### config.mk
export PLATFORM = sky130hd
export DESIGN_NAME = gfm_queue
export DESIGN_NICKNAME = d
export VERILOG_FILES = /design/src/rtl/gfm_pkg.sv /design/src/rtl/gfm_queue.sv
export SDC_FILE = /design/constraint.sdc
export NUM_CORES = 1
export LEC_CHECK = 0
export BUFFER_PORTS_ARGS = -buffer_cell sky130_fd_sc_hd__buf_2
export CAP_MARGIN = 5
export CELL_PAD_IN_SITES_DETAIL_PLACEMENT = 1
export CELL_PAD_IN_SITES_GLOBAL_PLACEMENT = 1
export CORE_AREA = 10 10 179 348
export CTS_CLUSTER_DIAMETER = 40
export DETAILED_ROUTE_END_ITERATION = 10
export DIE_AREA = 0 0 189 358
export PLACE_DENSITY = 0.8
export SYNTH_ARGS = -nofsm -noshare
export SYNTH_HDL_FRONTEND = slang
export SYNTH_SLANG_ARGS = --single-unit
### constraint.sdc
create_clock -name clk -period 5.2 [get_ports clk]
set_clock_uncertainty 0.2 [all_clocks]
set_input_delay 1.04 -clock clk [delete_from_list [all_inputs] [get_ports clk]]
set_output_delay 1.04 -clock clk [all_outputs]
set_load 0.02 [all_outputs]
### src/rtl/gfm_pkg.sv
// Shared types and constants for the gradient field magnitude evaluator.
// No dependencies; imported by every other file of the block.
`default_nettype none

package gfm_pkg;

  localparam int POS_W       = 32;   // position field width
  localparam int REG_W       = 48;   // config registers and most result fields
  localparam int MAG_W       = 47;   // magnitude result width
  localparam int CM_W        = 56;   // magnitude of one field component
  localparam int C_W         = 57;   // signed field component before saturation
  localparam int SQ_W        = 112;  // square of one component
  localparam int RAD_W       = 114;  // sum of squares, even width for the root
  localparam int ROOT_W      = 57;
  localparam int SQRT_STAGES = 57;   // one root bit per stage
  localparam int REM_W       = 61;   // root remainder with two shifted-in bits
  localparam int NUM_W       = 106;  // slope numerator
  localparam int DVS_W       = 60;   // slope divisor
  localparam int QUO_W       = 48;   // quotient bits produced
  localparam int DIV_STAGES  = 48;   // one quotient bit per stage
  localparam int CFG_IDX_W   = 1;
  localparam int IN_TDATA_W  = 96;
  localparam int OUT_TDATA_W = 432;

  localparam logic [CFG_IDX_W-1:0] REG_AXIAL_FIELD    = 1'b0;
  localparam logic [CFG_IDX_W-1:0] REG_AXIAL_GRADIENT = 1'b1;

  localparam logic [REG_W-1:0] SAT_MAX = {1'b0, {(REG_W-1){1'b1}}};
  localparam logic [REG_W-1:0] SAT_MIN = {1'b1, {(REG_W-1){1'b0}}};

  // Configuration as seen by the datapath
  typedef struct packed {
    logic [REG_W-1:0] b0;    // axial field, two's complement
    logic [REG_W-1:0] gm;    // |gradient|
    logic             gneg;  // gradient is negative
  } cfg_t;

  // Rounded, unsaturated field components (two's complement), x at index 0
  typedef struct packed {
    logic [2:0][C_W-1:0] c;
  } comp_t;

  typedef struct packed {
    logic [2:0][REG_W-1:0] fld;
    logic [MAG_W-1:0]      mag;
    logic [2:0][REG_W-1:0] slope;
    logic                  zero;
  } result_t;

endpackage

`default_nettype wire

### src/rtl/gfm_queue.sv
// Short queue of field components between the front and back pipelines.
// Depends on gfm_pkg.
`default_nettype none

module gfm_queue #(
  parameter int DEPTH = 4
) (
  input  logic           clk,
  input  logic           rst_n,
  input  logic           push,
  input  gfm_pkg::comp_t din,
  output logic           full,
  input  logic           pop,
  output gfm_pkg::comp_t dout,
  output logic           not_empty
);
  import gfm_pkg::*;

  localparam int PTR_W = $clog2(DEPTH);
  localparam int CNT_W = $clog2(DEPTH + 1);

  comp_t            mem_r [DEPTH];
  logic [PTR_W-1:0] wr_ptr_r, rd_ptr_r;
  logic [CNT_W-1:0] cnt_r;

  assign full      = (cnt_r == CNT_W'(DEPTH));
  assign not_empty = (cnt_r != '0);
  assign dout      = mem_r[rd_ptr_r];

  always_ff @(posedge clk) begin
    if (push) begin
      mem_r[wr_ptr_r] <= din;
    end
  end

  always_ff @(posedge clk) begin
    if (!rst_n) begin
      wr_ptr_r <= '0;
      rd_ptr_r <= '0;
      cnt_r    <= '0;
    end else begin
      if (push) begin
        wr_ptr_r <= (wr_ptr_r == PTR_W'(DEPTH - 1)) ? '0 : wr_ptr_r + PTR_W'(1);
      end
      if (pop) begin
        rd_ptr_r <= (rd_ptr_r == PTR_W'(DEPTH - 1)) ? '0 : rd_ptr_r + PTR_W'(1);
      end
      case ({push, pop})
        2'b10:   cnt_r <= cnt_r + CNT_W'(1);
        2'b01:   cnt_r <= cnt_r - CNT_W'(1);
        default: cnt_r <= cnt_r;
      endcase
    end
  end

endmodule

`default_nettype wire

==> impl.org <==
** Synthesis
- Syn Area/Cell :: 26.7 µm²
- Top cells by area, synth :: sky130_fd_sc_hd__edfxtp_1, sky130_fd_sc_hd__mux4_2, sky130_fd_sc_hd__dfxtp_1
- Counting flops with an async set or reset pin after synthesis yields a share of 0%.
- Of all cell types, the one taking the most synthesized area is sky130_fd_sc_hd__edfxtp_1.
- During synthesis, Yosys emitted a total of 0 warnings.
- After synthesis, the netlist uses 23 different library cells.
- After synthesis the cells add up to 25100 µm².
- Among all flip-flop cells after synthesis, the most frequent one is sky130_fd_sc_hd__edfxtp_1.
- Counting every net in the synthesized netlist gives 1122.
- By count the netlist is led by sky130_fd_sc_hd__edfxtp_1, sky130_fd_sc_hd__mux4_2, sky130_fd_sc_hd__buf_2.
- In this run, synthesis inferred 684 flip-flops with an integrated enable.
- Synthesis-stage register bit count :: 693
- Synthesis handed over a netlist of 940 instances.
- By instance count, the leading cell after synthesis is sky130_fd_sc_hd__edfxtp_1.
- Sequential cells were found to cover 82.5% of the synthesized design area.
- Yosys top cell area share :: 81.8%

** Detailed routing
- Number of vias per cell after detailed routing :: 5.32
- WL per Instance :: 27.3 µm
- Vias :: 11400
- In this run the remaining antenna-violating nets after routing total 0.
- The first detailed-routing pass ran for 5 iterations.
- For this block, the routed nets add up to 58.2 mm of wire.
- DRC violations left :: 0
- Drt initial violations :: 711

** Die
- The initial utilization of the core area, before any placement, comes to 44.4%.
- 348 I/O pins were placed.
- The floorplan step defined a die boundary enclosing 67700 µm².
- Die W :: 189 µm
- Die Span Y :: 358 µm
- The total area inside the core boundary comes to 56500 µm².
- The initialized floorplan defines 123 standard-cell rows.

** Timing
- In this run the tightest slew margin relative to its limit is 36.2%.
- Transition time of the tightest slew-check pin :: 0.957 ns
- Hold Vio Cnt, Final :: 0
- RSZ-0062 raised after global routing :: no
- Fin crit period :: 3.98 ns
- Total Negative Setup Slacks :: 0 ns
- Setup violations remaining at the end of the flow were counted as 0.
- Maximum achievable frequency :: 251 MHz
- After layout, the worst path uses 76.5% of the clock period.
- After layout, the worst setup slack is 1.22 ns.
- The number of max-slew violations in the final report came to 0.

** Min path
- Worst hold path class :: register to register

** Pwr
- For this design the ratio of total power to cell area is 399 nW/µm².
- Leakage :: 9.86 nW
- The worst-case IR drop observed on VDD is 0.000395 V.

** Setup path
- In this design, the largest share of critical-path delay is due to flip-flops.
- Of all nets on the critical path, the largest fanout is 58.
- For this run, the slowest stage of the critical path takes 0.79 ns.
- Sum of buffers and inverters on the critical path :: 2
- Critical Path Source Type :: register
- Among all stages on the critical path, the largest delay is contributed by sky130_fd_sc_hd__dfxtp_4.
- For the worst setup path, the data required time is 3.96 ns.
- Data arrival time of the worst path :: 2.74 ns
- Cells traversed along the worst timing path :: buf_12 > mux4_2 > buf_2
- Kind of capture point of the worst setup path :: output pin
- By startpoint and endpoint, the worst setup path is classified as register to output pin.

** Layout
- Area added between synthesis and finish :: 18.6%
- After filler insertion, the fill cell instance count of the layout stands at 4989.
- The post-route netlist has 45.9% of its cells at a drive strength greater than 1.
- Once layout is done, the placed cells without fillers occupy 29800 µm².
- Core Util, Final :: 52.7%
- The final layout contains 1514 nets.

** Place
- Summing all placed instances gives a cell area of 27900 µm².
- HPWL Detailed :: 39.2 mm
- Before CTS, the worst setup slack after placement is 1.80 ns.
- The congestion estimate from routability-driven global placement came to 0.736.
- The count of buffers added on input and output ports is 347.

** CTS
- TritonCTS built the clock tree.
- No sink is reached through more buffers than the 3 on the longest clock path.
- In this run the clock root is driven by a sky130_fd_sc_hd__clkbuf_16.
- The number of setup buffers added after CTS is 0.
- Clock network latency to the later pin of the worst-skew pair :: 0.59 ns
- PostCTS Resize Cnt :: 0
- Post-cts hold buffer count :: 0
- In this run, CTS created clock tree buffers numbering 58.
- CTS saw 693 sinks.
- Number of H-tree levels :: 2
- Clock-pin slew was measured on the worst setup and hold paths at 0.07 ns.

** GRT
- The first global-routing pass estimated 86.5 mm of wire.
- Maximum number of pins on one net before global-route repair :: 81
- The via count of the first global-routing pass came to 12800.
- The total overflow left after global routing is 0.
- Number of antenna violations at the first check in global routing :: 20
- Across every metal layer, demand over resource in global routing totals 17.1%.

** Run
- Across the run, the number of max-cap violations was 0.

** Outcome
- The run finished with clean final reports.
==> cell type report <==
type                            instances  area, µm²  share of cell area [%]
Clock buffer                           71       1560                    5.24
Antenna cell                           10       25.0                  0.0840
Sequential cell                       693      20700                    69.6
Timing Repair Buffer                  370       2060                    6.92
Tap cell                              750        938                    3.15
Clock inverter                         32        315                    1.06
Multi-Input combinational cell        203       4120                    13.9
Inverter                                6       22.5                  0.0756
==> kinds of logic (layout without fill, tap and decap cells) <==
family                     Yosys count  count (layout)  synth area share [%]
other                                0              10                     0
adders and majority gates            7               7                 0.379
DFF                                693             693                  82.5
and+or+nand+nor                     16              16                 0.399
AOI/OAI and AO/OA                    5               5                 0.120
buffers and inverters               44             479                  1.08
xor gates and xnor gates             2               2                0.0698
muxes                              173             173                  15.4
==> report_power, final <==
part | internal, mW | switching [mW]
clock network | 2.39 | 1.90
logic | 0.448 | 0.697
registers | 6.37 | 0.0817
total | 9.21 | 2.67
==> path summary, 6_finish.rpt <==
path / from / to / slack [ns] / cells after the start
max: register / dout[126] / 1.22 / 3
min: cnt_r[2]$_SDFFE_PN0P_ / cnt_r[2]$_SDFFE_PN0P_ / 0.33 / 2
max reg2reg: wr_ptr_r[0]$_SDFFE_PN0P_ / mem_r[1][97]$_DFFE_PP_ / 2.78 / 3
min reg2reg: cnt_r[2]$_SDFFE_PN0P_ / cnt_r[2]$_SDFFE_PN0P_ / 0.33 / 2
==> sequential cells by signal, indices dropped and copies added (netlist names), named ones only <==
name and count:
mem_r 684, rd_ptr_r 2, wr_ptr_r 2, cnt_r 3
==> per-layer routing <==
metal | up-vias | wire length (µm) | GRT usage [%]
met4 | 12 | 1740 | 6.69
met2 | 404 | 31900 | 30.5
met3 | 90 | 4160 | 4.59
li1 | 4866 | - | -
met1 | 5994 | 20300 | 19.2
met5 | - | 79 | 0
==> cell usage in the layout (no fill, tap or decap), types with 2 or more instances in the layout <==
cell type / count
sky130_fd_sc_hd__and2_1: 2
sky130_fd_sc_hd__dfxtp_1: 7
sky130_fd_sc_hd__o21ai_0: 2
sky130_fd_sc_hd__clkinv_2: 6
sky130_fd_sc_hd__inv_6: 4
sky130_fd_sc_hd__inv_1: 6
sky130_fd_sc_hd__buf_12: 12
sky130_fd_sc_hd__buf_2: 347
sky130_fd_sc_hd__diode_2: 10
sky130_fd_sc_hd__clkbuf_16: 59
sky130_fd_sc_hd__or3_1: 2
sky130_fd_sc_hd__buf_4: 11
sky130_fd_sc_hd__and2_4: 4
sky130_fd_sc_hd__clkbuf_8: 4
sky130_fd_sc_hd__nor2b_1: 4
sky130_fd_sc_hd__dfxtp_4: 2
sky130_fd_sc_hd__edfxtp_1: 684
sky130_fd_sc_hd__mux4_2: 171
sky130_fd_sc_hd__nor3b_1: 2
sky130_fd_sc_hd__ha_1: 6
sky130_fd_sc_hd__bufinv_16: 5
sky130_fd_sc_hd__clkbuf_1: 8
sky130_fd_sc_hd__clkinv_1: 11
sky130_fd_sc_hd__mux2i_1: 2
sky130_fd_sc_hd__clkinvlp_4: 3
==> worst register-to-register path, stage by stage, from the launching register on <==
cell and delay, ns:
sky130_fd_sc_hd__dfxtp_1 0.41, sky130_fd_sc_hd__ha_1 0.17, sky130_fd_sc_hd__and2_4 0.76, sky130_fd_sc_hd__buf_12 0.41
==> through the flow <==
stage | power, mW | hold WS, ns | instances
after CTS | 12.0 | 0.328 | 2125
after global placement | 7.69 | 0.279 | 2022
after global routing | 12.3 | 0.360 | 2132
final | 11.9 | 0.328 | 2135
after floorplan | 7.25 | 0.268 | 940
after detailed placement | 7.75 | 0.316 | 2022
Power figures use the tool's default switching activity.
